$ cat src/sv/ddc_pkg.sv
// Shared types and constants of the detection candidate decoder.
package ddc_pkg;

    // Candidate layout
    localparam int MAX_CLASSES = 1024;
    localparam int BOX_ATTRS   = 4;
    localparam int JOB_DEPTH   = 4;

    // Configuration register indexes
    localparam logic [2:0] CFG_SCORE_THRESHOLD = 3'd0;
    localparam logic [2:0] CFG_INVERSE_SCALE   = 3'd1;
    localparam logic [2:0] CFG_PAD_LEFT        = 3'd2;
    localparam logic [2:0] CFG_PAD_TOP         = 3'd3;
    localparam logic [2:0] CFG_IMAGE_WIDTH     = 3'd4;
    localparam logic [2:0] CFG_IMAGE_HEIGHT    = 3'd5;

    // Largest image side used for clamping
    localparam logic [13:0] MAX_IMAGE_SIDE = 14'd8192;

    // One accepted candidate handed from front to back
    typedef struct packed {
        logic        [9:0]  class_id;
        logic signed [31:0] score;
        logic signed [31:0] cx;
        logic signed [31:0] cy;
        logic signed [31:0] bw;
        logic signed [31:0] bh;
    } t_job;

    // Letterbox settings used by the box datapath
    typedef struct packed {
        logic [23:0] inverse_scale;
        logic [12:0] pad_left;
        logic [12:0] pad_top;
        logic [13:0] image_width;
        logic [13:0] image_height;
    } t_box_cfg;

endpackage

$ cat src/sv/ddc_fifo.sv
// Short job queue between front and back with a registered head.
module ddc_fifo import ddc_pkg::*; (
    input  logic i_clk,
    input  logic i_rst_n,
    input  logic i_push,
    input  t_job i_push_job,
    input  logic i_advance,
    output logic o_full,
    output logic o_head_valid,
    output t_job o_head_job
);

    localparam int PTR_W = $clog2(JOB_DEPTH);
    localparam int CNT_W = $clog2(JOB_DEPTH + 1);

    t_job             r_mem [JOB_DEPTH];
    logic [PTR_W-1:0] r_wr_ptr;
    logic [PTR_W-1:0] r_rd_ptr;
    logic [CNT_W-1:0] r_count;
    logic             r_head_valid;
    t_job             r_head_job;
    logic             pop;

    assign o_full       = r_count == CNT_W'(JOB_DEPTH);
    assign pop          = i_advance && (r_count != '0);
    assign o_head_valid = r_head_valid;
    assign o_head_job   = r_head_job;

    // Track pointers and fill level
    always_ff @(posedge i_clk) begin
        if (!i_rst_n) begin
            r_wr_ptr     <= '0;
            r_rd_ptr     <= '0;
            r_count      <= '0;
            r_head_valid <= 1'b0;
        end else begin
            if (i_push) begin
                r_wr_ptr <= r_wr_ptr + PTR_W'(1);
            end
            if (pop) begin
                r_rd_ptr <= r_rd_ptr + PTR_W'(1);
            end
            r_count <= r_count + CNT_W'(i_push) - CNT_W'(pop);
            if (i_advance) begin
                r_head_valid <= pop;
            end
        end
    end

    // Write the storage and register the read
    always_ff @(posedge i_clk) begin
        if (i_push) begin
            r_mem[r_wr_ptr] <= i_push_job;
        end
        if (pop) begin
            r_head_job <= r_mem[r_rd_ptr];
        end
    end

endmodule

$ cat config.mk
export PLATFORM = sky130hd
export DESIGN_NAME = ddc_fifo
export DESIGN_NICKNAME = d
export VERILOG_FILES = /design/src/sv/ddc_pkg.sv /design/src/sv/ddc_fifo.sv
export SDC_FILE = /design/constraint.sdc
export NUM_CORES = 1
export LEC_CHECK = 0
export BUFFER_PORTS_ARGS = -buffer_cell sky130_fd_sc_hd__clkbuf_2
export CAP_MARGIN = 25
export CORE_ASPECT_RATIO = 0.75
export CORE_MARGIN = 2
export CORE_UTILIZATION = 52
export DETAILED_ROUTE_END_ITERATION = 10
export PLACE_DENSITY = 0.78
export REMOVE_ABC_BUFFERS = 1
export SLEW_MARGIN = 0
export SYNTH_ARGS = -nofsm -noshare
export SYNTH_HDL_FRONTEND = slang
export SYNTH_SLANG_ARGS = --single-unit
$ cat constraint.sdc
create_clock -name i_clk -period 7 [get_ports i_clk]
set_input_delay 0.7 -clock i_clk [delete_from_list [all_inputs] [get_ports i_clk]]
set_output_delay 0.7 -clock i_clk [all_outputs]
set_load 0.005 [all_outputs]
==> results of run 1 <==
how the worst max path moves through the flow:
stage | endpoint | depth (start not counted) | slack, ns | startpoint
after global routing | o_head_job[41] | 2 | 4.13 | r_rd_ptr[0]
after global placement | o_head_job[137] | 4 | 4.08 | i_advance
after floorplan | r_rd_ptr[1] | 2 | -1.35 | r_rd_ptr[0]
after CTS | o_head_job[41] | 2 | 4.28 | r_rd_ptr[0]
final | o_head_job[41] | 2 | 4.38 | r_rd_ptr[0]
after detailed placement | o_head_job[13] | 4 | 4.09 | i_advance
flip-flops by register name, indices dropped and copies added (netlist names):
name and cells:
r_count 3, r_rd_ptr 2, r_mem 680, o_head_job 170
r_wr_ptr 2, o_head_valid 1
placed cells by master, fill, tap and decap left out, drive strengths merged, types with 2 or more instances in the layout:
cell type and instances:
edfxtp 850, clkbuf 442, mux4 170, clkinv 30, buf 12, inv 10
dfxtp 8, and2 8, ha 6, bufinv 4, clkinvlp 4, mux2i 3
nand2 2, nand2b 2, nor2b 2
power breakdown:
group	internal, mW	total, mW	switching, mW
Combinational	0.781	1.60	0.819
Sequential	6.33	6.54	0.216
Clock	2.21	3.94	1.73
routing by layer:
metal,vias to the layer above,global-route usage [%],wire length (um),share of wire [%]
met5,-,0,124,0.23
met2,480,29.3,27400,51
met3,105,5.64,4530,8.3
li1,5550,-,-,-
met4,18,5.72,1230,2.3
met1,6687,24.5,21000,39
worst register-to-register path, cell delays in order (launching register included):
cell and delay, ns:
dfxtp_4 0.82, buf_4 0.87, mux4_2 0.67
cell families (layout without fill, tap and decap cells):
| kind of cell | after synthesis | count (layout) | synth area share, % |
|---|---|---|---|
| xor+xnor | 2 | 2 | 0.104 |
| flops | 858 | 858 | 85.4 |
| other cells | 0 | 1 | 0 |
| compound gates | 3 | 3 | 0.0832 |
| buf+inv | 44 | 502 | 1.02 |
| simple gates | 15 | 15 | 0.295 |
| fa+ha+maj | 7 | 7 | 0.316 |
| mux | 173 | 173 | 12.8 |
through the flow:
step	instance area [sq um]	total power [mW]	setup WS, ns	util, %
2_1_floorplan	29800	7.87	-1.35	-
3_3_place_gp	32700	8.25	4.08	57.0
3_5_place_dp	32700	8.30	4.09	57.0
4_1_cts	35000	12.2	4.28	61.1
5_1_grt	35000	12.6	4.13	61.1
6_report	35000	12.1	4.38	61.1
layout make-up:
cell class                 instances  area [sq um]
antenna                            1          2.50
clock buffer                      97          2020
clock inverter                    42           334
fill                            3810         22300
inverter                           6          22.5
multi-input combinational        200          4110
sequential                       858         25700
tap                              780           976
timing repair buffer             357          1880
==> run metrics, run 1 <==
CP Cell Sequence buf_4 -> mux4_2; Core ar. 57,300 sq um; final worst-path cycle share a little under two fifths; final setup fails 0; crit path kind register to register; post-synth top area share 84.8%; die area 59,800 sq um; Cell Area, Synth 30,100 sq um; Num CTS Buffers 77; hold_sp i_push_job[51]; max-slew violation count 0; Worst Hold Class input pin to register; Cell variety after synth 22; leakage 11.6 nW; FMAX 381 MHz; routed len/inst approximately 23 um; via density per instance 5.48; status finished, final reports clean; Clock Sinks 858; post-synth top area cell edfxtp_1; worst reg2reg endpoint o_head_job[41]; I/O pin count 346; # rows 76; Area Overhead vs Synth 16.4%; WP buf/inv 1; sequential share of the synthesized area 85.4%; non-filler cells, final 2,341; Least-Margin Pin Slew 1.13 ns; Synth async-reset ratio 0%; first-pass GRT wire length 80,600 um; most numerous cell in the Yosys netlist edfxtp_1; Fin Hold WS 0.311 ns; Nets 1,681; Critical Path RT 7.33 ns; initial antenna violation count 10; Top FF cell, synth edfxtp_1; mean cell area of the mapped netlist 27.3 sq um; Post-DP HPWL 30,800 um; delay-heaviest family, CP buffers and inverters; CTS tree done; DRC Markers 0; CP Max Fanout 46; startpoint types register; Clock Latency Late Sink 0.60 ns; worst-case reg-to-reg path depth 2; vias in the first global route 13.2k; Root Buffer Master clkbuf_16; Setup Buffers After CTS 0; die height 212 um; critical path capture point type register; most frequent cells after synthesis edfxtp_1 (850), mux4_2 (170), buf_2 (17); Cell Pwr Density 345 nW/um^2; GR Overflow Total 0; Syn. warnings 0; clock skew approximately 0.017 ns; setup_tns 0 ns; share of cells above drive strength 1 41.1%; Worst-path clk slew 0.07 ns; via count 12.8k; Mapped Cells 1,102; Die W 282 um; VDD IR max 0.000266 V; cell count after placement about 2.2k; Hold EP r_mem[2][51]; H-tree levels 3; RSZ-0062 raised after global routing false; Total Routing Usage GR 18.3%; Seq cells post-synth 858; Final ANT Viol Nets 0; drt first-iter violations between 1k and 1.5k; WL final 54,300 um; worst stage delay on the critical path around 0.85 ns; IO Port Bufs around 350; synth top area cells edfxtp_1 (85%), mux4_2 (13%), dfxtp_1 (0.53%), buf_6 (0.49%), buf_2 (0.28%); max_cap viols 0; Arrival @ worst endpoint 2.95 ns; largest net degree at the start of global routing 162; Hold Path Depth 1; post-cts sizing count 0; setup slack on the worst flop-to-flop path 4.38 ns; clk buf depth 3; Post-CTS Hold Fix Bufs 0; relative slew slack 25.0%; Placer Congestion 0.721; TritonRoute pass-1 iters 5; Post-synth EDFFs 850; Slowest cell on crit path buf_4; Crit Reg-Reg Startpoint r_rd_ptr[0]; Starting Density between 50% and 60%; Final min period 2.62 ns; final hold vios 0
No activity file was read; power rests on OpenSTA's default activity.
==> run 2: changes to the inputs <==
- clock period: 7 -> 2.12 ns (I/O delays scaled with it)
==> run 2 against run 1 <==
Effect of this change: final area increased by 7.2%; first-iteration DRC count increased by 3.9%; via count increased by 7.1%; clock skew increased by 0.0052 ns; critical path type unchanged; critical endpoint is now r_count[2]; largest power group unchanged; highest routed layer unchanged.
==> run metrics, run 2 (synthesis gave the netlist of run 1 again) <==
Root Buffer Master clkbuf_16 (unchanged); vias in the first global route 14.8k (was 13.2k); Starting Density 52.5% (unchanged); H-tree levels 3 (unchanged); initial antenna violation count 7 (was 10); area of the multi-input gates 4110 sq um (unchanged); Clock Latency Late Sink 0.63 ns (was 0.60 ns); VDD IR max 0.000719 V (was 0.000266 V); max reg flops 680 (unchanged); total area of sequential cells 25,700 sq um (unchanged); Fin Hold WS 0.345 ns (was 0.311 ns); via density per instance 5.37 (was 5.48); Largest Register r_mem (unchanged); relative slew slack 48.6% (was 25.0%); Die W 282 um (unchanged); clock skew 0.0218 ns (was 0.0166 ns); Worst-path clk slew 0.06 ns (was 0.07 ns); startpoint types register (unchanged); IO Port Bufs 345 (unchanged); drt first-iter violations 1,066 (was 1,026); clk buf depth 3 (unchanged); Cell Pwr Density 1100 nW/um^2 (was 345 nW/um^2); WL final 59,400 um (was 54,300 um); Overall Power 41.4 mW (was 12.1 mW); Fill cells 3,592 (was 3,810); Clock Sinks 858 (unchanged); die height 212 um (unchanged); via count 13.8k (was 12.8k); share of cells above drive strength 1 38.5% (was 41.1%); FMAX 491 MHz (was 381 MHz); first-pass GRT wire length 88,200 um (was 80,600 um); Final min period 2.04 ns (was 2.62 ns); final hold vios 0 (unchanged); Placer Congestion 0.740 (was 0.721); max-slew violation count 0 (unchanged); max_cap viols 0 (unchanged); Num CTS Buffers 77 (unchanged); Arrival @ worst endpoint 2.54 ns (was 2.95 ns); placed inst area 33,300 sq um (was 32,700 sq um); Layout Utilization 65.5% (was 61.1%); Total Routing Usage GR 20.0% (was 18.3%); Final ANT Viol Nets 0 (unchanged); CP Max Fanout 2 (was 46); Least-Margin Pin Slew 0.771 ns (was 1.13 ns); Post-DP HPWL 33,700 um (was 30,800 um); I/O pin count 346 (unchanged); Critical Path RT 2.62 ns (was 7.33 ns); Worst Hold Class input pin to register (unchanged); TritonRoute pass-1 iters 5 (unchanged); Core ar. 57,300 sq um (unchanged); GR Overflow Total 0 (unchanged); commonest non-fill, non-tap cells in the layout edfxtp_1 (850), clkbuf_2 (345), dlygate4sd3_1 (174) (was edfxtp_1 (850), clkbuf_2 (345), mux4_2 (170)); Area Overhead vs Synth 24.8% (was 16.4%); setup slack on the worst flop-to-flop path 0.08 ns (was 4.38 ns); routed len/inst 23.2 um (about the same); # rows 76 (unchanged); DRC Markers 0 (unchanged); final worst-path cycle share 96.1% (was 37.5%); Nets 1,896 (was 1,681); die area 59,800 sq um (unchanged); Setup Buffers After CTS 0 (unchanged); critical path capture point type register (unchanged); status finished, final reports clean (unchanged); most common cell after layout, fill and taps aside edfxtp_1 (unchanged); largest net degree at the start of global routing 100 (was 162); CTS tree done (unchanged); leakage 12.7 nW (was 11.6 nW); crit path kind register to register (unchanged); final setup fails 0 (unchanged); cell area after layout 37,500 sq um (was 35,000 sq um); RSZ-0062 raised after global routing false (unchanged)
[run 2: cell types whose count changed in the layout (fill, tap and decap cells not counted), sizes merged]
cell,change
clkinvlp,-3
buf,+41
clkinv,+3
diode,+4
dlygate4sd3,+174
bufinv,+3
[run 2: path summary, 6_finish.rpt]
check,from,to,cells after the start
max,r_count[1],r_count[2],7
min,i_push_job[85],r_mem[2][85],2
max reg2reg,r_count[1],r_count[2],7
min reg2reg,r_wr_ptr[1],r_wr_ptr[1],2
[run 2: final cells by class]
class | instances | share of cell area (%)
Antenna cell | 5 | 0.0333
Sequential cell | 858 | 68.4
Clock inverter | 45 | 1.23
Multi-Input combinational cell | 200 | 10.9
Inverter | 6 | 0.0600
Clock buffer | 97 | 5.44
Tap cell | 780 | 2.60
Timing Repair Buffer | 572 | 11.3
[run 2: through the flow]
step                      TNS (ns)  setup slack, ns  instances
after floorplan           -3465.00            -6.23       1064
after global placement           0            0.129       2242
after detailed placement         0           0.0869       2242
after CTS                        0           0.0787       2558
after global routing             0           0.0252       2562
final                            0           0.0836       2563
[run 2: worst max-delay path: stages (launching register included)]
cell,delay (ns)
dfxtp_1,0.32
o31a_2,0.36
ha_1,0.28
inv_1,0.04
ha_1,0.18
fa_1,0.41
xnor3_1,0.18
and2_1,0.17
[run 2: layer usage]
layer	vias up	share of wire, %	GRT usage, %
met5	-	0.067	0
met4	6	2.1	5.59
met3	93	6.8	5.21
met2	477	51	33.9
met1	7195	40	25.8
li1	5986	-	-
[run 2: what timing repair did]
action / CTS / global route
resized for setup: 0 / 0
hold buffers: 174 / 0
endpoints found under the hold margin: 688 / 0
[run 2: power by group]
group / total, mW / internal, mW / switching (mW)
logic: 6.29 / 3.14 / 3.14
registers: 21.4 / 20.9 / 0.506
clock network: 13.8 / 7.78 / 5.98
total: 41.4 / 31.8 / 9.63
==> run 3: changes to the inputs <==
- SETUP_SLACK_MARGIN: default -> 0.2
==> run 3 against run 2 <==
Effect of this change: utilization is essentially flat; largest power group unchanged; combinational power rose by 0.6%; critical endpoint unchanged; hold slack better by 0.0030 ns.
==> run metrics, run 3 (synthesis gave the netlist of run 1 again) <==
die height 212 um (unchanged); Arrival @ worst endpoint 2.45 ns (was 2.54 ns); non-filler cells, final 2,562 (was 2,563); via count 13.8k (about the same); RSZ-0062 raised after global routing true (was false); status finished, final reports clean (unchanged); IO Port Bufs 345 (unchanged); Largest Register r_mem (unchanged); Final min period 1.94 ns (was 2.04 ns); clk buf depth 3 (unchanged); Clock Sinks 858 (unchanged); Overall Power 41.5 mW (was 41.4 mW); final hold vios 0 (unchanged); Post-DP HPWL 33,700 um (unchanged); initial antenna violation count 6 (was 7); Num CTS Buffers 77 (unchanged); Starting Density 52.5% (unchanged); H-tree levels 3 (unchanged); Worst Hold Class input pin to register (unchanged); die area 59,800 sq um (unchanged); Worst Setup EP r_count[2] (unchanged); CTS tree done (unchanged); worst-case reg-to-reg path depth 7 (unchanged); startpoint types register (unchanged); Cell Pwr Density 1100 nW/um^2 (about the same); Crit Reg-Reg Startpoint r_count[2] (was r_count[1]); final worst-path cycle share 91.3% (was 96.1%); largest net degree at the start of global routing 100 (unchanged); clock skew 0.0199 ns (was 0.0218 ns); commonest non-fill, non-tap cells in the layout edfxtp_1 (850), clkbuf_2 (345), dlygate4sd3_1 (173) (was edfxtp_1 (850), clkbuf_2 (345), dlygate4sd3_1 (174)); Core ar. 57,300 sq um (unchanged); worst stage delay on the critical path 0.36 ns (was 0.41 ns); Nets 1,896 (unchanged); VDD IR max 0.000756 V (was 0.000719 V); Slowest cell on crit path o31a_4 (was fa_1); worst reg2reg endpoint r_count[2] (unchanged); Least-Margin Pin Slew 0.800 ns (was 0.771 ns); cell count after placement 2,242 (unchanged); Root Buffer Master clkbuf_16 (unchanged); WL final 59,600 um (was 59,400 um); Clock Latency Late Sink 0.62 ns (was 0.63 ns); I/O pin count 346 (unchanged); TritonRoute pass-1 iters 5 (unchanged); drt first-iter violations 1,029 (was 1,066); # rows 76 (unchanged); Die W 282 um (unchanged); max reg flops 680 (unchanged); Critical Path RT 2.63 ns (was 2.62 ns); vias in the first global route 14.8k (about the same); final setup fails 0 (unchanged); Final ANT Viol Nets 0 (unchanged); most common cell after layout, fill and taps aside edfxtp_1 (unchanged); max-slew violation count 0 (unchanged); critical path capture point type register (unchanged); first-pass GRT wire length 88,700 um (was 88,200 um); DRC Markers 0 (unchanged); Placer Congestion 0.740 (unchanged); GR Overflow Total 0 (unchanged); crit path launch r_count[2] (was r_count[1]); CP Max Fanout 2 (unchanged); crit path kind register to register (unchanged); setup slack on the worst flop-to-flop path 0.18 ns (was 0.08 ns); share of cells above drive strength 1 38.8% (was 38.5%); FMAX 516 MHz (was 491 MHz); Area Overhead vs Synth 24.9% (was 24.8%); Total Routing Usage GR 20.1% (was 20.0%); via density per instance 5.38 (was 5.37); CP Cell Sequence o31a_4 -> ha_4 -> inv_1 -> ha_2 -> fa_2 -> xnor3_1 -> and2_1 (was o31a_2 -> ha_1 -> inv_1 -> ha_1 -> fa_1 -> xnor3_1 -> and2_1); leakage 12.7 nW (about the same); routed len/inst 23.3 um (was 23.2 um); Worst-path clk slew 0.06 ns (about the same); max_cap viols 0 (unchanged); relative slew slack 46.7% (was 48.6%)
-- run 3: cell count changes in the layout (fill, tap and decap cells not counted), sizes merged --
cell,delta
dlygate4sd3,-1
buf,+1
diode,-1
-- run 3: metal layers --
metal	track usage [%]	part of all wire [%]
met1	25.9	39
met2	34.3	52
met3	5.11	7.1
met4	5.67	2.1
met5	0	0.067
-- run 3: worst min-delay path by stage --
stage / start / end / slack [ns] / depth (start not counted)
detailed placement: i_push_job[111] / r_mem[0][111] / 0.43 / 1
finish: i_push_job[85] / r_mem[2][85] / 0.35 / 2
floorplan: i_push_job[0] / r_mem[0][0] / 0.31 / 0
global placement: i_push_job[7] / r_mem[0][7] / 0.42 / 1
CTS: i_push_job[4] / r_mem[0][4] / 0.31 / 2
global route: i_push_job[8] / r_mem[0][8] / 0.34 / 2
-- run 3: layout make-up --
class	count	area [sq um]
clock inverters	45	462
multi-input cells	200	4140
clock buffers	97	2040
inverters	6	22.5
well taps	780	976
flip-flops and latches	858	25700
diodes	4	10.0
fillers	3591	19800
repair buffers	572	4230
-- run 3: power by group --
part / internal (mW) / total (mW) / switching (mW)
Clock: 7.78 / 13.8 / 6.01
Sequential: 20.9 / 21.4 / 0.516
Combinational: 3.17 / 6.33 / 3.17
Total: 31.8 / 41.5 / 9.69
-- run 3: per-stage QoR --
| step | TNS, ns | cell area [sq um] | hold WS [ns] | util, % | setup slack [ns] |
|---|---|---|---|---|---|
| 2_1_floorplan | -3465.00 | 29800 | 0.311 | - | -6.23 |
| 3_3_place_gp | 0 | 33300 | 0.424 | 58.1 | 0.129 |
| 3_5_place_dp | 0 | 33300 | 0.431 | 58.1 | 0.0869 |
| 4_1_cts | 0 | 37600 | 0.305 | 65.5 | 0.213 |
| 5_1_grt | 0 | 37600 | 0.335 | 65.5 | 0.132 |
| 6_report | 0 | 37600 | 0.348 | 65.5 | 0.184 |
-- run 3: worst max-delay path: cells and delay by family, from the launching register on --
kind,cells,cell delay [ns]
and+or+nand+nor,1,0.14
buffers and inverters,1,0.03
adders and majority gates,3,0.78
AOI/OAI and AO/OA,1,0.36
xor gates and xnor gates,1,0.18
DFF,1,0.34
-- run 3: timing repair --
| action | 4_1_cts | 5_1_grt |
|---|---|---|
| resized for setup | 6 | 0 |
| pin swaps | 3 | 0 |
| hold buffers | 173 | 0 |
| buffers inserted | 1 | 0 |
| hold endpoints to repair | 688 | 0 |
| endpoints found under the setup margin | 1 | 1 |
| cloned | 0 | 0 |
