[src/sv/ddc_pkg.sv]
// Shared types and constants of the detection candidate decoder.
package ddc_pkg;

    // Candidate layout
    localparam int MAX_CLASSES = 1024;
    localparam int BOX_ATTRS   = 4;
    localparam int JOB_DEPTH   = 4;

    // Configuration register indexes
    localparam logic [2:0] CFG_SCORE_THRESHOLD = 3'd0;
    localparam logic [2:0] CFG_INVERSE_SCALE   = 3'd1;
    localparam logic [2:0] CFG_PAD_LEFT        = 3'd2;
    localparam logic [2:0] CFG_PAD_TOP         = 3'd3;
    localparam logic [2:0] CFG_IMAGE_WIDTH     = 3'd4;
    localparam logic [2:0] CFG_IMAGE_HEIGHT    = 3'd5;

    // Largest image side used for clamping
    localparam logic [13:0] MAX_IMAGE_SIDE = 14'd8192;

    // One accepted candidate handed from front to back
    typedef struct packed {
        logic        [9:0]  class_id;
        logic signed [31:0] score;
        logic signed [31:0] cx;
        logic signed [31:0] cy;
        logic signed [31:0] bw;
        logic signed [31:0] bh;
    } t_job;

    // Letterbox settings used by the box datapath
    typedef struct packed {
        logic [23:0] inverse_scale;
        logic [12:0] pad_left;
        logic [12:0] pad_top;
        logic [13:0] image_width;
        logic [13:0] image_height;
    } t_box_cfg;

endpackage

[src/sv/ddc_front.sv]
// Front end: attribute intake, box capture, running argmax and threshold check.
module ddc_front import ddc_pkg::*; (
    input  logic               i_clk,
    input  logic               i_rst_n,
    input  logic               i_in_valid,
    input  logic signed [31:0] i_attr_value,
    input  logic               i_last_attr,
    input  logic               i_queue_full,
    input  logic [16:0]        i_score_threshold,
    output logic               o_in_stall,
    output logic               o_push,
    output t_job               o_push_job
);

    localparam logic [10:0] CLS_END   = 11'(MAX_CLASSES + BOX_ATTRS);
    localparam logic [10:0] IDX_MAX   = 11'h7FF;
    localparam logic [10:0] BOX_COUNT = 11'(BOX_ATTRS);

    logic [10:0]        r_attr_index;
    logic signed [31:0] r_best_score;
    logic [9:0]         r_best_class;
    logic signed [31:0] r_box [BOX_ATTRS];

    logic               accept;
    logic               is_box;
    logic               better;
    logic signed [31:0] n_best_score;
    logic [9:0]         n_best_class;
    logic [10:0]        n_attr_index;
    logic [10:0]        cls_index;

    // Hold the source while the queue has no room
    assign o_in_stall = i_queue_full;
    assign accept     = i_in_valid && !i_queue_full;

    // Classify the beat and update the argmax; the first class wins ties
    always_comb begin
        is_box       = r_attr_index < BOX_COUNT;
        cls_index    = r_attr_index - BOX_COUNT;
        better       = !is_box && (r_attr_index < CLS_END) && (i_attr_value > r_best_score);
        n_best_score = better ? i_attr_value : r_best_score;
        n_best_class = better ? cls_index[9:0] : r_best_class;
        n_attr_index = (r_attr_index == IDX_MAX) ? r_attr_index : r_attr_index + 11'd1;
    end

    // Emit a job when a full candidate reaches the threshold
    assign o_push = accept && i_last_attr && !is_box &&
                    (n_best_score >= $signed({15'd0, i_score_threshold}));

    always_comb begin
        o_push_job.class_id = n_best_class;
        o_push_job.score    = n_best_score;
        o_push_job.cx       = r_box[0];
        o_push_job.cy       = r_box[1];
        o_push_job.bw       = r_box[2];
        o_push_job.bh       = r_box[3];
    end

    // Advance the candidate state; restart after the last beat
    always_ff @(posedge i_clk) begin
        if (!i_rst_n) begin
            r_attr_index <= '0;
            r_best_score <= 32'sh8000_0000;
            r_best_class <= '0;
        end else if (accept) begin
            if (i_last_attr) begin
                r_attr_index <= '0;
                r_best_score <= 32'sh8000_0000;
                r_best_class <= '0;
            end else begin
                r_attr_index <= n_attr_index;
                r_best_score <= n_best_score;
                r_best_class <= n_best_class;
            end
        end
    end

    // Capture the box attributes
    always_ff @(posedge i_clk) begin
        if (accept && is_box) begin
            r_box[r_attr_index[1:0]] <= i_attr_value;
        end
    end

endmodule

[config.mk]
export PLATFORM = sky130hd
export DESIGN_NAME = ddc_front
export DESIGN_NICKNAME = d
export VERILOG_FILES = /design/src/sv/ddc_pkg.sv /design/src/sv/ddc_front.sv
export SDC_FILE = /design/constraint.sdc
export NUM_CORES = 1
export LEC_CHECK = 0
export ABC_AREA = 1
export ABC_CLOCK_PERIOD_IN_PS = 3050
export BUFFER_PORTS_ARGS = -buffer_cell sky130_fd_sc_hd__buf_2
export CAP_MARGIN = 20
export CORE_UTILIZATION = 47
export DETAILED_ROUTE_END_ITERATION = 6
export PLACE_DENSITY = 0.76
export SLEW_MARGIN = 0
export SYNTH_ARGS = -nofsm -noshare
export SYNTH_HDL_FRONTEND = slang
export SYNTH_SLANG_ARGS = --single-unit
export TNS_END_PERCENT = 50
[constraint.sdc]
create_clock -name i_clk -period 3.05 [get_ports i_clk]
set_input_delay 0.1525 -clock i_clk [delete_from_list [all_inputs] [get_ports i_clk]]
set_output_delay 0.1525 -clock i_clk [all_outputs]
set_load 0.03 [all_outputs]
==> reports/summary.txt, run 1 <==
Iter 0 DRT Violations: 455
Critical path class: flip-flop to primary output
N_diodes: 0
CTS tree: built
Top delay family on crit path: simple AND/OR/NAND/NOR gates
Status: finished, violations left
Die height: 133 um
Core area: 16600 sq um
Layout cells sized above 1: 0.466
Sink Count: 181
Vias per std cell: 5.05
Drt wl/cell: 17.1 um
Vias: 6808
Max-slew violations: 0
Unrepaired setup endpoints after global routing: true
Gate Count Post-Synth: 761
Peak VDD IR: 391 uV
HPWL after DPL: 15300 um
Reg clk slew, reported paths: 70 ps
Overflow after GRT: 0
Bufs on Longest Clock Path: 2
GPL Wtd Cong: 0.818
Final #Nets: 1223
H-tree levels: 4
Area of the mapped netlist: 8060 sq um
Top post-synthesis cells by area: edfxtp_1 48%, dfxtp_1 13%, nand2_1 9.0%
Syn-to-layout area delta: 44.6%
Placed cell area: 10400 sq um
Slew headroom: 0.417
Chip Width: 133 um
First-pass GRT wire length: 34400 um
Initial Util: 0.484
Syn Nets: 870
Clk_lat worst skew: 440 ps
Slowest stage delay, CP: 330 ps
Failing checks: setup timing
DRC: 0
Total CTS buffers: 17
Synth top area share: 0.477
Pleak: 0.00512 uW
Hold Crit Class: input pin to flip-flop
Pre-CTS WS: -778 ps
Total global-route track usage: 0.258
Pin count of the biggest net entering global routing: 44
Fmax: 242 MHz
Hold_ws: 34.7 ps
Routed WL: 23100 um
Setup ws final: -1080 ps
Maxcap violations: 0
Syn. warnings: 0
Initial antenna violation count: 1
First-pass detailed-route iteration total: 5
Cell taking the most area after synthesis: edfxtp_1
Slowest CP cell: dfxtp_2
Post-Layout Cell Count: 1347
Rows: 47
Final Skew: 13.7 ps
Fin area: 11700 sq um
Seq cells post-synth: 181
Worst endpoint required time: 2900 ps
Placed cell count: 1303
Crit end category: primary output
Final Setup Violations: 18
Hold Fails Final Rpt: 0
I/O Buffers: 225
R2R setup slack: 390 ps
CP arrival: 3980 ps
Final period util: 1.35
Seq/Total Area, Yosys: 0.609
Setup Total Neg Slack: -1760 ps
Startpoint Class: flip-flop
Power per cell area: 459 nW/um^2
Crit path time final: 4130 ps
Buf/Inv on CP: 4
# IOs: 226
Critical-path maximum fanout: 8
Yosys cell types: 37
Worst-Margin Slew: 869 ps
Syn Area/Cell: 10.6 sq um
Die area: 17700 sq um
Post-route ant nets: 0
Clk root buf: clkbuf_16
Vias in the first global route: 6639
synthesized netlist by cell type (all sizes together):
master and number:
nor3b 1, o41ai 1, buf 8, o21a 2, clkbuf 13, nor2 34, clkinv 1, o21ai 43
or2 1, xor2 5, a211oi 3, a21o 1, nand2 196, nand4 13, o211ai 1, o21bai 1
ha 55, nand3 17, a21oi 71, a221oi 1, dfxtp 53, inv 104, edfxtp 128, nor3 8
flip-flops by register name (all words and copies together) (netlist names):
register and flops:
r_attr_index 11, r_best_class 10, r_best_score 32, r_box 128
metal layers:
metal / track usage / up-vias / share of wire
li1: - / 3272 / -
met1: 0.305 / 3201 / 0.40
met2: 0.450 / 285 / 0.51
met3: 0.0632 / 48 / 0.064
met4: 0.102 / 2 / 0.030
met5: 0 / - / 0.00056
report_power, final:
part | leakage, uW | switching [uW] | total (uW) | internal (uW)
Combinational | 0.00323 | 276 | 437 | 161
Sequential | 0.00160 | 7.09 | 2660 | 2660
Clock | 0.000295 | 1070 | 2240 | 1180
Total | 0.00512 | 1350 | 5350 | 4000
cells by family after synthesis:
logic type | after synthesis | share of synthesized area
AOI/OAI and AO/OA | 124 | 0.0925
adders and majority gates | 55 | 0.0854
xor gates and xnor gates | 5 | 0.00543
buffers and inverters | 126 | 0.0647
DFF | 181 | 0.609
and+or+nand+nor | 270 | 0.143
area by class of cell:
class                   count  area (sq um)
fillers                  1169          4980
flip-flops and latches    181          4920
multi-input cells         454          3200
repair buffers            354          2230
clock buffers              17           425
inverters                 105           402
well taps                 220           275
clock inverters            15           185
repair inverters            1          11.3
worst register-to-register path: stages, from the launching register on:
cell     delay [ps]
dfxtp_1         340
inv_1            60
ha_1            300
nand2_1          90
nor2_2          180
nand2_1          90
nand2_1         100
nand2_1          60
nand2_1          70
nand2_2          70
nand3_2         110
nand3_4         170
inv_8           150
buf_12          150
buf_6           110
nand2_1          60
o21ai_2          90
buf_4           160
buf_4           100
nand2_1          40
a21oi_1         110
path summary, 6_finish.rpt:
kind | cells after the start | end | start
worst max register to register | 20 | r_best_score[11]$_SDFFE_PN0P_ | r_best_score[7]$_SDFFE_PN0P_
worst min-delay path | 2 | r_box[2][4]$_DFFE_PP_ | i_attr_value[4]
worst min register to register | 2 | r_best_score[18]$_SDFFE_PN0P_ | r_best_score[18]$_SDFFE_PN0P_
worst max-delay path | 26 | o_push | r_best_score[22]$_SDFFE_PN0P_
metrics by stage:
step | total power [uW] | utilization
global route | 5490 | 0.700
detailed placement | 3100 | 0.623
global placement | 3090 | 0.623
CTS | 5340 | 0.679
floorplan | 2900 | -
finish | 5350 | 0.700
layout by cell type, fill, tap and decap left out, types with 2 or more instances in the layout:
cell type / instances
nor3_1: 6
o21ai_4: 7
inv_6: 3
ha_1: 34
nand3_1: 12
buf_12: 3
dfxtp_2: 16
buf_4: 128
nor2_2: 5
nand2_2: 14
inv_2: 15
a21oi_4: 3
nand2_1: 178
nand2_4: 4
dfxtp_1: 37
o21a_1: 2
clkbuf_4: 2
o21ai_1: 7
buf_2: 207
a21oi_1: 63
inv_8: 5
nor2_1: 17
clkbuf_16: 17
edfxtp_1: 128
buf_6: 12
clkinv_4: 2
nor2_4: 11
clkinv_8: 4
xor2_1: 5
ha_4: 21
a211oi_2: 2
o21ai_2: 24
o21ai_0: 5
a21oi_2: 5
inv_1: 88
nand4_1: 13
nand3_2: 4
repair_timing:
item	4_1_cts	5_1_grt
hold endpoints to repair	4	0
pin swaps	29	24
buffers inserted	6	4
gates cloned	1	0
gates resized for setup	68	83
setup endpoints to repair	32	37
hold buffers	1	0
No activity file was read; power rests on OpenSTA's default activity.
==> inputs of run 2 (changes only) <==
PLACE_DENSITY = unset   (was 0.76)
PLACE_DENSITY_LB_ADDON = 0.05   (was unset)
==> run 2 against run 1 <==
The run still ends with setup timing left. Final cell count is 0.89% higher. Global-route usage is 1.9 points lower. Combinational power is 0.9% higher. Register-to-register slack better by 100 ps. Sequential share of layout area is 0.62 points lower. Total power is 0.60% higher. Largest cell class unchanged. Highest routed layer is now met4.
==> reports/summary.txt, run 2 (same netlist as run 1, synthesis figures left out) <==
Status: finished, violations left
Failing checks: setup timing
Final #Nets: 1235
Pleak: 0.00521 uW
First-pass GRT wire length: 32200 um
Post-route ant nets: 0
Worst Min Path Start: i_attr_value[28]
Fmax: 248 MHz
Worst r2r dst: r_best_score[10]$_SDFFE_PN0P_
Sink Count: 181
Total CTS buffers: 17
GPL Wtd Cong: 0.797
HPWL after DPL: 14200 um
Layout cells sized above 1: 0.485
# fillers: 1225
Final Setup Violations: 1
DRC: 0
Power per cell area: 454 nW/um^2
Iter 0 DRT Violations: 385
Reg power frac: 0.496
Post-Layout Cell Count: 1359
Slowest stage delay, CP: 330 ps
Syn-to-layout area delta: 46.8%
CP arrival: 3880 ps
First-pass detailed-route iteration total: 5
Largest register FFs: 128
H-tree levels: 4
R2R setup slack: 490 ps
I/O Buffers: 225
Critical path class: flip-flop to primary output
Placed cell count: 1307
Routed WL: 21500 um
Drt wl/cell: 15.8 um
Worst-Margin Slew: 563 ps
PnR Total Power: 5380 uW
Maxcap violations: 0
Core area: 16600 sq um
Die area: 17700 sq um
Hold_ws: 27.7 ps
Worst R2R Path Depth: 21
Setup ws final: -982 ps
# IOs: 226
Pre-CTS WS: -687 ps
Unrepaired setup endpoints after global routing: true
Multi-input combinational cell area: 3280 sq um
Vias per std cell: 4.87
Bufs on Longest Clock Path: 2
Clk network pwr share: 0.422
Internal: 4070 uW
Critical-path maximum fanout: 8
Startpoint Class: flip-flop
Die height: 133 um
Rows: 47
Reg clk slew, reported paths: 70 ps
Sw frac: 0.244
Hold Crit Class: input pin to flip-flop
Vias: 6618
Worst endpoint required time: 2900 ps
FF+latch area: 4930 sq um
Chip Width: 133 um
Pin count of the biggest net entering global routing: 44
Final Skew: 16.2 ps
Clk_lat worst skew: 440 ps
Most frequent cells in the layout: 218 x buf_2, 175 x nand2_1, 132 x buf_4, 128 x edfxtp_1, 81 x inv_1
R2R Path Start: r_best_score[5]$_SDFFE_PN0P_
N_diodes: 0
Setup Total Neg Slack: -982 ps
Logic pwr share: 0.082
Clk root buf: clkbuf_16
Peak VDD IR: 389 uV
Final period util: 1.32
Sw power: 1310 uW
Total global-route track usage: 0.239
Slowest CP cell: dfxtp_1
CP most frequent cell: nand2_1
Vias in the first global route: 6265
Most common cell after layout, fill and taps aside: buf_2
Slew headroom: 0.625
Initial antenna violation count: 0
Max-slew violations: 0
Overflow after GRT: 0
Crit end category: primary output
CTS tree: built
Hold Fails Final Rpt: 0
Crit path time final: 4030 ps
Hold Path Sink: r_box[1][28]$_DFFE_PP_
Initial Util: 0.484
Hold path depth: 1
-- run 2: changes by cell type in the layout (fill, tap and decap cells not counted), sizes merged --
cell / before / now
buf: 351 / 363
clkinv: 8 / 6
bufinv: 1 / 2
clkinvlp: 1 / 0
dlygate4sd3: 1 / 2
inv: 111 / 112
-- run 2: routing by layer --
| layer | vias to the layer above | share of wire | global-route usage |
|---|---|---|---|
| met1 | 3089 | 0.45 | 0.319 |
| met5 | - | 0 | 0 |
| met3 | 25 | 0.056 | 0.0521 |
| li1 | 3300 | - | - |
| met2 | 204 | 0.47 | 0.393 |
| met4 | 0 | 0.015 | 0.0613 |
-- run 2: stage by stage --
stage / util / instance area (sq um)
after floorplan: - / 8130
after global placement: 0.624 / 10400
after detailed placement: 0.624 / 10400
after CTS: 0.685 / 11400
after global routing: 0.711 / 11800
final: 0.711 / 11800
-- run 2: power by group through the flow --
stage          clock (uW)  combinational (uW)  sequential (uW)
2_1_floorplan           0                 129             2770
3_3_place_gp            0                 371             2720
3_5_place_dp            0                 375             2720
4_1_cts              2290                 400             2670
5_1_grt              2390                 479             2670
6_report             2270                 441             2670
-- run 2: how the worst max path moves through the flow --
stage                                  startpoint      to
finish               r_best_score[5]$_SDFFE_PN0P_  o_push
global route         r_best_score[6]$_SDFFE_PN0P_  o_push
CTS                 r_best_score[29]$_SDFFE_PN0P_  o_push
detailed placement  r_best_score[27]$_SDFFE_PN0P_  o_push
global placement    r_best_score[13]$_SDFFE_PN0P_  o_push
floorplan           r_best_score[31]$_SDFFE_PN1P_  o_push
-- run 2: cell type report --
type | instances | share of cell area
Sequential cell | 181 | 0.416
Multi-Input combinational cell | 454 | 0.277
Timing Repair Buffer | 367 | 0.198
Clock buffer | 17 | 0.0359
Inverter | 105 | 0.0339
Tap cell | 220 | 0.0233
Clock inverter | 15 | 0.0159
-- run 2: critical path, delay by kind of cell, from the launching register on --
family	cells	cell delay [ps]
AO/OA/AOI/OAI	5	650
flip-flops	1	330
adder cells (fa/ha/maj)	2	520
buffers and inverters	5	460
AND/OR/NAND/NOR	17	1470
-- run 2: repair_timing --
| action | in CTS | in global routing |
|---|---|---|
| setup buffers | 11 | 10 |
| hold buffers | 2 | 0 |
| gates resized for setup | 64 | 81 |
| gates cloned | 1 | 1 |
| pin swaps | 32 | 35 |
| setup endpoints to repair | 15 | 43 |
| hold endpoints to repair | 8 | 0 |
==> inputs of run 3 (changes only) <==
ABC_AREA = unset   (was 1)
==> run 3 against run 2 <==
The run still ends with setup timing left. Fmax down 11%. Register-to-register slack lost 330 ps. Final cell count decreased by 15%. Clock power shrank 7%. Critical path type unchanged. Critical endpoint unchanged.
==> reports/summary.txt, run 3 <==
Hold Crit Class: input pin to flip-flop
Chip Width: 132 um
N_diodes: 0
Worst setup path start: r_best_score[30]$_SDFFE_PN0P_
Worst path cell trace: inv_2 > ha_4 > a21oi_2 > nand2_1 > a221o_1 > a211o_1 > a21oi_4 > mux2i_4 > buf_12 > mux2_4 > ha_4 > nand2_1 > nor2_4 > o21ai_2 > or3_4 > o211ai_1 > nand3b_1 > mux2i_4 > buf_6
R2R Path Start: r_best_score[14]$_SDFFE_PN0P_
Status: finished, violations left
Hold Path Sink: r_box[0][6]$_DFFE_PP_
Clk_lat worst skew: 440 ps
Sw frac: 0.244
Startpoint Class: flip-flop
Reg power frac: 0.517
Vias in the first global route: 6026
Unrepaired setup endpoints after global routing: true
Sink Count: 181
Pleak: 0.00484 uW
Crit path time final: 4560 ps
Yosys cell types: 49
Slowest stage delay, CP: 330 ps
Syn Area/Cell: 14.1 sq um
GPL Wtd Cong: 0.834
Total global-route track usage: 0.239
# fillers: 1195
Core area: 16500 sq um
Worst R2R Path Depth: 12
Hold Fails Final Rpt: 0
DRC: 0
Initial Util: 0.481
Area of the mapped netlist: 7950 sq um
Die area: 17400 sq um
R2R setup slack: 160 ps
Logic pwr share: 0.075
Cell with the most instances after synthesis: edfxtp_1
Worst r2r dst: r_best_score[10]$_SDFFE_PN0P_
CTS tree: built
Worst endpoint required time: 2900 ps
Final period util: 1.49
Cell taking the most area after synthesis: edfxtp_1
Power per cell area: 442 nW/um^2
Gate Count Post-Synth: 563
Seq cells post-synth: 181
Synth async-reset ratio: 0
# IOs: 226
Drt wl/cell: 17.9 um
Final #Nets: 1032
Sw power: 1260 uW
Pre-CTS WS: -1280 ps
Setup ws final: -1510 ps
Maxcap violations: 0
Top delay family on crit path: compound AO/OA/AOI/OAI gates
Syn Nets: 672
CP arrival: 4400 ps
Post-Layout Cell Count: 1156
Setup Total Neg Slack: -16920 ps
Die height: 132 um
Fmax: 219 MHz
Seq/Total Area, Yosys: 0.617
Worst-Margin Slew: 546 ps
Crit end category: primary output
Syn. warnings: 0
Pin count of the biggest net entering global routing: 28
Initial antenna violation count: 0
Clk root buf: clkbuf_16
Overflow after GRT: 0
Top post-synthesis cells by area: edfxtp_1 48%, dfxtp_1 13%, ha_1 8.7%
FF+latch area: 4920 sq um
Slew headroom: 0.632
Largest register FFs: 128
EDFF count, synth: 128
First-pass detailed-route iteration total: 4
Total CTS buffers: 17
Routed WL: 20700 um
Rows: 47
Clk network pwr share: 0.408
Worst Min Path Start: i_attr_value[6]
Max-slew violations: 0
Vias: 6011
Hold_ws: 46.1 ps
Slowest CP cell: dfxtp_2
First-pass GRT wire length: 31800 um
Placed cell count: 1103
Final Skew: 9.58 ps
Primary FF master, synth: edfxtp_1
Buf/Inv on CP: 3
Final Setup Violations: 43
Multi-input combinational cell area: 3120 sq um
Internal: 3890 uW
HPWL after DPL: 14800 um
Peak VDD IR: 346 uV
Critical-path maximum fanout: 7
Vias per std cell: 5.20
Failing checks: setup timing
Synth top area share: 0.484
Syn-to-layout area delta: 46.4%
Reg clk slew, reported paths: 70 ps
Critical path class: flip-flop to primary output
Most frequent cells in the layout: 183 x buf_2, 128 x edfxtp_1, 115 x buf_4, 51 x buf_6, 48 x inv_1
Hold path depth: 2
Iter 0 DRT Violations: 259
H-tree levels: 4
Layout cells sized above 1: 0.529
Post-route ant nets: 0
Most common cell after layout, fill and taps aside: buf_2
I/O Buffers: 225
Bufs on Longest Clock Path: 2
Most frequent cells after synthesis: 128 x edfxtp_1, 56 x inv_1, 55 x ha_1
==> run 3: cell count changes after synthesis, sizes merged, moves of 5 or more <==
cell   delta
nand2   -176
inv      -48
a21oi    -47
mux2     +42
a22o     +41
o21ai    -32
nor2     -20
nor4     +12
nand3     -6
xnor2     +6
and2      +5
mux2i     +5
nor3      -5
or3       +5
==> run 3: power by group through the flow <==
stage          Sequential, uW  Clock (uW)  Combinational [uW]
4_1_cts                  2660        2120                 364
3_5_place_dp             2720           0                 345
5_1_grt                  2660        2210                 416
2_1_floorplan            2770           0                 107
6_report                 2660        2100                 386
3_3_place_gp             2720           0                 338
==> run 3: worst max path at each step <==
stage | depth (start not counted) | slack [ps] | to
after floorplan | 18 | -1100 | o_push
after global placement | 19 | -1210 | o_push
after detailed placement | 19 | -1280 | o_push
after CTS | 18 | -1570 | o_push
after global routing | 19 | -1690 | o_push
final | 19 | -1510 | o_push
==> run 3: layer usage <==
metal / vias to the layer above / wire (um) / global-route usage
li1: 2833 / - / -
met1: 2940 / 8650 / 0.290
met2: 206 / 10400 / 0.415
met3: 32 / 1220 / 0.0577
met4: 0 / 432 / 0.0859
met5: - / 0 / 0
==> run 3: final cells by class <==
type,instances,share of cell area
Clock buffer,17,0.0366
Clock inverter,15,0.0121
Inverter,56,0.0181
Multi-Input combinational cell,308,0.268
Sequential cell,181,0.423
Tap cell,220,0.0237
Timing Repair Buffer,359,0.219
==> run 3: logic make-up (layout without fill, tap and decap cells) <==
logic type / Yosys count / in the layout / synth area share
muxes: 47 / 47 / 0.0853
xor gates and xnor gates: 10 / 10 / 0.0110
AOI/OAI and AO/OA: 97 / 97 / 0.0902
adders and majority gates: 55 / 55 / 0.0866
and+or+nand+nor: 99 / 99 / 0.0699
DFF: 181 / 181 / 0.617
buffers and inverters: 74 / 447 / 0.0398
==> run 3: stage by stage <==
step | total power [uW] | instance area, sq um | utilization
after CTS | 5150 | 11400 | 0.691
final | 5150 | 11600 | 0.704
after global routing | 5290 | 11600 | 0.704
after detailed placement | 3060 | 10300 | 0.621
after global placement | 3050 | 10300 | 0.621
after floorplan | 2880 | 8040 | -
==> run 3: repair_timing <==
| item | 4_1_cts | 5_1_grt |
|---|---|---|
| hold buffers | 1 | 0 |
| hold endpoints to repair | 1 | 0 |
| setup endpoints to repair | 43 | 43 |
| buffers inserted | 13 | 10 |
| pin swaps | 5 | 17 |
| gates resized for setup | 129 | 34 |
| cloned | 1 | 0 |
